--- src/tbs_pkg.sv ---
// ----------------------------------------------------------------------------
// tbs_pkg
// Shared types and constants of the token bucket shaper: request and result
// payloads, queue entry layout and event status codes.
// ----------------------------------------------------------------------------
package tbs_pkg;

	localparam int unsigned QUEUE_DEPTH_DEF = 64;
	localparam int unsigned TOKEN_W         = 16;
	localparam int unsigned SEQ_W           = 32;
	localparam int unsigned COUNT_W         = 7;

	localparam logic [TOKEN_W-1:0] DEPTH_RESET = TOKEN_W'(10);

	typedef enum logic [2:0] {
		ST_TOKEN_ADDED   = 3'd0,
		ST_TOKEN_DROPPED = 3'd1,
		ST_QUEUED        = 3'd2,
		ST_TOO_BIG       = 3'd3,
		ST_QUEUE_FULL    = 3'd4
	} status_t;

	typedef struct packed {
		logic               req_type;
		logic [TOKEN_W-1:0] packet_tokens;
	} req_t;

	typedef struct packed {
		status_t            event_status;
		logic [SEQ_W-1:0]   arrival_number;
		logic               released;
		logic [SEQ_W-1:0]   released_number;
		logic [TOKEN_W-1:0] released_tokens;
		logic [TOKEN_W-1:0] bucket_level;
		logic [COUNT_W-1:0] queue_count;
	} res_t;

	typedef struct packed {
		logic [SEQ_W-1:0]   number;
		logic [TOKEN_W-1:0] tokens;
	} entry_t;

endpackage

--- src/tbs_queue_mem.sv ---
// ----------------------------------------------------------------------------
// tbs_queue_mem
// Wait queue storage: one write port, one read port with registered data.
// A write to the address being read passes its data to the read register.
// ----------------------------------------------------------------------------
module tbs_queue_mem import tbs_pkg::*; #(
	parameter int unsigned QUEUE_DEPTH = QUEUE_DEPTH_DEF,
	localparam int unsigned PTR_W = $clog2(QUEUE_DEPTH)
) (
	input  logic             clk,
	input  logic             wr_en,
	input  logic [PTR_W-1:0] wr_addr,
	input  entry_t           wr_data,
	input  logic [PTR_W-1:0] rd_addr,
	output entry_t           rd_data
);

	entry_t mem [QUEUE_DEPTH];
	entry_t rd_data_q;

	always_ff @(posedge clk) begin
		if (wr_en) begin
			mem[wr_addr] <= wr_data;
		end
		if (wr_en && (wr_addr == rd_addr)) begin
			rd_data_q <= wr_data;
		end else begin
			rd_data_q <= mem[rd_addr];
		end
	end

	assign rd_data = rd_data_q;

endmodule

--- src/tbs_core.sv ---
// ----------------------------------------------------------------------------
// tbs_core
// Bucket level, queue pointers and sequence counter. Evaluates one request per
// cycle if push_ready, on the prefetched head entry; drives the queue memory.
// ----------------------------------------------------------------------------
module tbs_core import tbs_pkg::*; #(
	parameter int unsigned QUEUE_DEPTH = QUEUE_DEPTH_DEF,
	localparam int unsigned PTR_W  = $clog2(QUEUE_DEPTH),
	localparam int unsigned FILL_W = $clog2(QUEUE_DEPTH + 1)
) (
	input  logic               clk,
	input  logic               arst_n,
	input  logic               cfg_we,
	input  logic [TOKEN_W-1:0] cfg_wdata,
	input  logic               in_valid,
	input  req_t               in_req,
	input  logic               push_ready,
	output logic               push_valid,
	output res_t               push_res,
	output logic               wr_en,
	output logic [PTR_W-1:0]   wr_addr,
	output entry_t             wr_data,
	output logic [PTR_W-1:0]   rd_addr,
	input  entry_t             rd_data
);

	logic [TOKEN_W-1:0] depth_q;
	logic [TOKEN_W-1:0] level_q;
	logic [PTR_W-1:0]   head_q;
	logic [PTR_W-1:0]   tail_q;
	logic [FILL_W-1:0]  fill_q;
	logic [SEQ_W-1:0]   seq_q;

	logic               accept;
	logic [SEQ_W-1:0]   seq_n;
	logic               tick_add;
	logic               too_big;
	logic               full;
	status_t            status;
	logic [SEQ_W-1:0]   arrival;
	logic               try_rel;
	logic               enq;
	logic [TOKEN_W-1:0] lvl_mid;
	logic [FILL_W-1:0]  fill_mid;
	entry_t             head_ent;
	logic               rel;
	logic [TOKEN_W-1:0] lvl_n;
	logic [FILL_W-1:0]  fill_n;
	logic [PTR_W-1:0]   head_inc;
	logic [PTR_W-1:0]   tail_inc;
	logic [PTR_W-1:0]   head_n;

	assign accept   = in_valid && push_ready;
	assign seq_n    = seq_q + SEQ_W'(1);
	assign tick_add = level_q < depth_q;
	assign too_big  = in_req.packet_tokens > depth_q;
	assign full     = fill_q == FILL_W'(QUEUE_DEPTH);

	always_comb begin
		status  = ST_TOKEN_DROPPED;
		arrival = '0;
		try_rel = 1'b0;
		enq     = 1'b0;
		lvl_mid = level_q;
		if (!in_req.req_type) begin
			try_rel = 1'b1;
			if (tick_add) begin
				lvl_mid = level_q + TOKEN_W'(1);
				status  = ST_TOKEN_ADDED;
			end
		end else begin
			arrival = seq_n;
			priority if (too_big) begin
				status = ST_TOO_BIG;
			end else if (full) begin
				status = ST_QUEUE_FULL;
			end else begin
				status  = ST_QUEUED;
				enq     = 1'b1;
				try_rel = 1'b1;
			end
		end
	end

	assign fill_mid = enq ? fill_q + FILL_W'(1) : fill_q;

	// empty queue: the arriving packet is the head
	always_comb begin
		if (fill_q == '0) begin
			head_ent.number = seq_n;
			head_ent.tokens = in_req.packet_tokens;
		end else begin
			head_ent = rd_data;
		end
	end

	assign rel    = try_rel && (fill_mid != '0) && (head_ent.tokens <= lvl_mid);
	assign lvl_n  = rel ? lvl_mid - head_ent.tokens : lvl_mid;
	assign fill_n = rel ? fill_mid - FILL_W'(1) : fill_mid;

	assign head_inc = (head_q == PTR_W'(QUEUE_DEPTH - 1)) ? '0 : head_q + PTR_W'(1);
	assign tail_inc = (tail_q == PTR_W'(QUEUE_DEPTH - 1)) ? '0 : tail_q + PTR_W'(1);
	assign head_n   = (accept && rel) ? head_inc : head_q;

	assign rd_addr        = head_n;
	assign wr_en          = accept && enq;
	assign wr_addr        = tail_q;
	assign wr_data.number = seq_n;
	assign wr_data.tokens = in_req.packet_tokens;

	assign push_valid               = accept;
	assign push_res.event_status    = status;
	assign push_res.arrival_number  = arrival;
	assign push_res.released        = rel;
	assign push_res.released_number = rel ? head_ent.number : '0;
	assign push_res.released_tokens = rel ? head_ent.tokens : '0;
	assign push_res.bucket_level    = lvl_n;
	assign push_res.queue_count     = COUNT_W'(fill_n);

	always_ff @(posedge clk or negedge arst_n) begin
		if (!arst_n) begin
			depth_q <= DEPTH_RESET;
		end else if (cfg_we) begin
			depth_q <= cfg_wdata;
		end
	end

	always_ff @(posedge clk or negedge arst_n) begin
		if (!arst_n) begin
			level_q <= '0;
			head_q  <= '0;
			tail_q  <= '0;
			fill_q  <= '0;
			seq_q   <= '0;
		end else if (accept) begin
			level_q <= lvl_n;
			head_q  <= head_n;
			fill_q  <= fill_n;
			if (enq) begin
				tail_q <= tail_inc;
			end
			if (in_req.req_type) begin
				seq_q <= seq_n;
			end
		end
	end

endmodule

--- src/tbs_out_buf.sv ---
// ----------------------------------------------------------------------------
// tbs_out_buf
// Two-entry result buffer: output register plus skid register, so the core
// can take one more request while a result waits downstream.
// ----------------------------------------------------------------------------
module tbs_out_buf import tbs_pkg::*; (
	input  logic clk,
	input  logic arst_n,
	input  logic push_valid,
	input  res_t push_res,
	output logic push_ready,
	output logic out_valid,
	input  logic out_ready,
	output res_t out_res
);

	res_t main_q;
	res_t skid_q;
	logic main_v_q;
	logic skid_v_q;

	assign push_ready = !skid_v_q;
	assign out_valid  = main_v_q;
	assign out_res    = main_q;

	always_ff @(posedge clk or negedge arst_n) begin
		if (!arst_n) begin
			main_v_q <= 1'b0;
			skid_v_q <= 1'b0;
		end else if (!main_v_q || out_ready) begin
			if (skid_v_q) begin
				main_v_q <= 1'b1;
				skid_v_q <= 1'b0;
			end else begin
				main_v_q <= push_valid;
			end
		end else if (push_valid) begin
			skid_v_q <= 1'b1;
		end
	end

	always_ff @(posedge clk) begin
		if (!main_v_q || out_ready) begin
			main_q <= skid_v_q ? skid_q : push_res;
		end
		if (push_valid && push_ready && main_v_q && !out_ready) begin
			skid_q <= push_res;
		end
	end

endmodule

--- src/token_bucket_shaper_top.sv ---
// ----------------------------------------------------------------------------
// token_bucket_shaper_top
// Token bucket shaper with a wait queue of packets held in on-chip memory.
//
//   channel | direction | handshake               | payload
//   --------+-----------+-------------------------+-----------
//   in      | input     | in_valid / in_ready     | in_req
//   out     | output    | out_valid / out_ready   | out_res
//   cfg     | input     | cfg_we (no wait)        | cfg_wdata
//
// One request per cycle while in_ready is high; each result is registered in the
// output register, or in the skid register while the output stalls. The rate
// rests on the head read-modify-write: next head read and pointer update share an edge.
// Reset clears bucket, pointers and counter and loads the default depth; no memory sweep.
// A stalled output holds one more result in a skid register, then in_ready drops.
// ----------------------------------------------------------------------------
module token_bucket_shaper_top import tbs_pkg::*; #(
	parameter int unsigned QUEUE_DEPTH = QUEUE_DEPTH_DEF
) (
	input  logic               clk,
	input  logic               arst_n,
	input  logic               in_valid,
	output logic               in_ready,
	input  req_t               in_req,
	output logic               out_valid,
	input  logic               out_ready,
	output res_t               out_res,
	input  logic               cfg_we,
	input  logic [TOKEN_W-1:0] cfg_wdata
);

	localparam int unsigned PTR_W = $clog2(QUEUE_DEPTH);

	logic             push_valid;
	logic             push_ready;
	res_t             push_res;
	logic             wr_en;
	logic [PTR_W-1:0] wr_addr;
	entry_t           wr_data;
	logic [PTR_W-1:0] rd_addr;
	entry_t           rd_data;

	assign in_ready = push_ready;

	tbs_core #(
		.QUEUE_DEPTH(QUEUE_DEPTH)
	) u_core (
		.clk        (clk),
		.arst_n     (arst_n),
		.cfg_we     (cfg_we),
		.cfg_wdata  (cfg_wdata),
		.in_valid   (in_valid),
		.in_req     (in_req),
		.push_ready (push_ready),
		.push_valid (push_valid),
		.push_res   (push_res),
		.wr_en      (wr_en),
		.wr_addr    (wr_addr),
		.wr_data    (wr_data),
		.rd_addr    (rd_addr),
		.rd_data    (rd_data)
	);

	tbs_queue_mem #(
		.QUEUE_DEPTH(QUEUE_DEPTH)
	) u_mem (
		.clk     (clk),
		.wr_en   (wr_en),
		.wr_addr (wr_addr),
		.wr_data (wr_data),
		.rd_addr (rd_addr),
		.rd_data (rd_data)
	);

	tbs_out_buf u_out (
		.clk        (clk),
		.arst_n     (arst_n),
		.push_valid (push_valid),
		.push_res   (push_res),
		.push_ready (push_ready),
		.out_valid  (out_valid),
		.out_ready  (out_ready),
		.out_res    (out_res)
	);

endmodule

--- config.mk ---
export PLATFORM = sky130hd
export DESIGN_NAME = token_bucket_shaper_top
export DESIGN_NICKNAME = d
export VERILOG_FILES = /design/src/tbs_pkg.sv /design/src/tbs_queue_mem.sv /design/src/tbs_core.sv /design/src/tbs_out_buf.sv /design/src/token_bucket_shaper_top.sv
export SDC_FILE = /design/constraint.sdc
export NUM_CORES = 2
export LEC_CHECK = 0
export BUFFER_PORTS_ARGS = -buffer_cell sky130_fd_sc_hd__buf_2
export CAP_MARGIN = 20
export CORE_UTILIZATION = 30
export CTS_BUF_LIST = sky130_fd_sc_hd__clkbuf_8 sky130_fd_sc_hd__clkbuf_16
export DETAILED_ROUTE_END_ITERATION = 16
export GPL_TIMING_DRIVEN = 0
export PLACE_DENSITY = 0.47
export RECOVER_POWER = 50
export SYNTH_ARGS = -nofsm -noshare
export SYNTH_HDL_FRONTEND = slang
export SYNTH_SLANG_ARGS = --single-unit
--- constraint.sdc ---
create_clock -name clk -period 11.8 [get_ports clk]
set_input_delay 0.59 -clock clk [delete_from_list [all_inputs] [get_ports clk]]
set_output_delay 0.59 -clock clk [all_outputs]
set_load 0.005 [all_outputs]
==> flow_summary.yaml <==
placed_design:
  dp.cells: 12000
  port_buffers: 146
  place_hpwl_mm: 297
  gp_congestion: 0.825
sta:
  period_minus_slack_ns: 9.21
  rsz0062_at_grt: "false"
  finalCritPeriodShare_pct: 78.0
  finClkSkew_ns: 0.0621
  worstMarginPinSlew_ns: 4.12
  tns_ns: 0
  hold_viol_final: 0
  fmax_ghz: 0.109
  max_slew_margin_pct: -175
  maxSlewViolCount: 2488
  finalSetupViolations: 0
clocking:
  h-tree-depth: 5
  post_cts_buffers: 0
  cts-root-buf: "clkbuf_16"
  cts_made_buffers: 376
  clockBufferDepth: 4
  path_clk_slew_ns: 0.06
  insertion_delay_ns: 1.02
  clock_sinks: 3377
  cts_tree: "done"
critical_path:
  critPathKind: "reg2reg"
  r2r-end: "u_out.out_res[28]"
  worstPathMaxFanout: 10
  cp.arrival_ns: 9.85
  startpoint_type: "flop"
  endpoint_kind: "flop"
  critPathRequiredTime_ns: 12.44
  worst-r2r-cell-count: 18
  rrSetupSlack_ns: 2.59
hold_path:
  hold_start: "cfg_we"
  hold_depth: 4
  hold_end: "u_core.depth_q[1]"
  hold_class: "in2reg"
global_route:
  antenna_found_initial: 23
  grt_pass1_vias: 67300
  grt_start_max_net_pins: 67
  grt_pass1_wl_mm: 583
  groute.usage.overall_pct: 19.2
  grt.overflow.total: 0
final_layout:
  final_cell_count_no_fill: 12700
  syn_to_final_growth_pct: 19.8
  final_util_pct: 36.1
  nFillCells: 40200
  final-seq-area_um2: 101000
  multi_input_area_um2: 29900
  drive_gt1_share_pct: 30.9
  fin_nets: 6711
logic_synthesis:
  syn_area_um2: 132000
  synthFlopType: "edfxtp_1"
  synth.largest_area_cell: "edfxtp_1"
  ys_ff_latch: 3377
  synth_compound_area_share_pct: 1.06
  synth_simple_gate_area_share_pct: 1.88
  synth_top_family_by_area: "multiplexers"
  synth.distinct_cells: 70
  synth-seq-area-share_pct: 76.5
  synth_warnings: 0
  muxShareOfSynthArea_pct: 18.1
  synth_fa_ha_area_share_pct: 0.537
  avgSynthCellArea_um2: 22.9
  synth_cells: 5747
  syn_nets: 5841
  synth_edf_count: 3286
  synth_xor_area_share_pct: 0.677
  async_reset_ff_share_pct: 2.52
  yosysTopAreaCellShare_pct: 74.8
  synth_area_leaders: "edfxtp_1 75%, mux4_2 17%, dfrtp_1 1.6%"
floorplanning:
  start_util_pct: 30.1
  core_area_um2: 438000
  io_pins: 147
  die_x_um: 665
  dieHeight_um: 665
  rows: 243
  die-area_um2: 442000
power_and_ir_drop:
  p_per_area_nw_per_um2: 228
  ir_drop_uv: 170
  p_leak_uw: 0.0495
drt:
  vias: 66400
  routedWlPerCell_um: 34.0
  ant_nets: 0
  via_per_inst: 5.23
  drc_errors: 0
  wl_mm: 431
  dr.pass1.iters: 6
  dr.first_iter.drc_count: 7745
outcome:
  run_status: "finished with violations"
  violations: "max-capacitance violations, max-slew violations"
flow_run:
  drv_cap: 66
[power breakdown]
part	total (uW)	switching, uW	internal [uW]	leakage (uW)
Clock	11600	4940	6640	0.00620
Sequential	14100	198	13900	0.0312
Combinational	10400	6340	4050	0.0121
Total	36100	11500	24600	0.0495
[cells in the mapped netlist (all sizes together) (46+ instances only)]
cell type	n
clkbuf	157
buf	144
o31ai	52
o21ai	55
nand2	167
inv	47
xor2	46
dfrtp	83
edfxtp	3286
nor2	145
mux2	96
xnor2	56
ha	55
mux4	995
[cell usage in the layout, fill, tap and decap left out, drive strengths merged, types with 5 or more instances in the layout]
master and instances:
edfxtp 3286, mux4 995, clkbuf 714, buf 451, clkinv 180, nand2 167
nor2 145, inv 121, mux2 96, dfrtp 83, xnor2 56, ha 55
o21ai 55, o31ai 52, xor2 46, nand3 40, mux2i 38, a21oi 35
and2 34, bufinv 29, nor3 27, dlygate4sd3 25, diode 20, nor4 20
nand4 19, and3 17, a211oi 16, a21o 14, nor2b 9, or3 8
o22ai 8, clkinvlp 8, nand2b 6, or2 6, a31oi 6, dfxtp 6
nor4b 5, nand3b 5
[registers in the layout, indices dropped and copies added (netlist names), 7 cells and up, named ones only]
signal	cells
u_out.out_res	107
u_out.skid_q	107
u_mem.mem	3072
u_core.depth_q	16
u_core.level_q	16
u_core.seq_q	32
u_core.fill_q	7
[layout make-up]
cell class,count,share of cell area (%)
Clock inverter,291,1.50
Buffer,301,0.896
Tap cell,5757,4.56
Timing Repair Buffer,492,3.84
Inverter,47,0.112
Antenna cell,20,0.0317
Sequential cell,3377,63.9
Clock buffer,398,6.20
Multi-Input combinational cell,2022,18.9
[metal layers]
metal | global-route usage [%] | part of all wire [%] | up-vias
met5 | 0 | 0.0030 | -
met4 | 6.27 | 3.7 | 2
met3 | 3.50 | 6.8 | 631
met2 | 31.1 | 47 | 2707
met1 | 26.0 | 42 | 36900
li1 | - | - | 26200
[per-stage QoR]
| stage | instance area [um2] | setup WS (ns) | total power, uW | hold slack [ns] |
|---|---|---|---|---|
| 2_1_floorplan | 132000 | 3.15 | 20300 | 0.294 |
| 3_3_place_gp | 140000 | -10.41 | 24600 | 0.484 |
| 3_5_place_dp | 147000 | 2.71 | 25000 | 0.487 |
| 4_1_cts | 159000 | 2.72 | 36600 | 0.0108 |
| 5_1_grt | 158000 | 2.35 | 37300 | 0.106 |
| 6_report | 158000 | 2.59 | 36100 | 0.108 |
[critical path, cell delays in order (launching register included)]
cell and delay (ns):
dfxtp_1 0.33, buf_2 0.58, clkbuf_1 0.76, buf_1 0.74, mux4_2 0.41, mux4_2 0.51
mux4_2 0.49, mux2i_1 0.67, ha_1 0.38, nand4_1 0.19, a21oi_1 0.28, o31ai_1 0.20
nor4bb_1 0.18, o31ai_1 0.76, o2111ai_2 0.30, clkbuf_1 0.56, clkbuf_1 0.33, buf_8 0.20
o31ai_2 0.90
[cells by family after synthesis]
group / after synthesis
DFF: 3377
muxes: 1129
and+or+nand+nor: 522
buffers and inverters: 348
AOI/OAI and AO/OA: 213
xor gates and xnor gates: 102
adders and majority gates: 56
[timing repair]
action                                 4_1_cts  5_1_grt
gates resized for setup                      0        0
endpoints found under the hold margin       76       37
hold buffers                                21        4
[worst max path at each step]
| stage | start | to | slack [ns] | depth (start not counted) |
|---|---|---|---|---|
| 5_1_grt | in_req[15] | u_out.out_res[8] | 2.35 | 18 |
| 4_1_cts | flop | u_out.out_res[8] | 2.72 | 17 |
| 6_report | flop | u_out.out_res[28] | 2.59 | 18 |
| 3_5_place_dp | flop | u_out.out_res[8] | 2.71 | 17 |
| 3_3_place_gp | out_ready | u_out.skid_q[84] | -10.41 | 3 |
| 2_1_floorplan | out_ready | u_out.skid_q[0] | 3.15 | 2 |
Note: power is estimated with default switching activity, not from simulation.
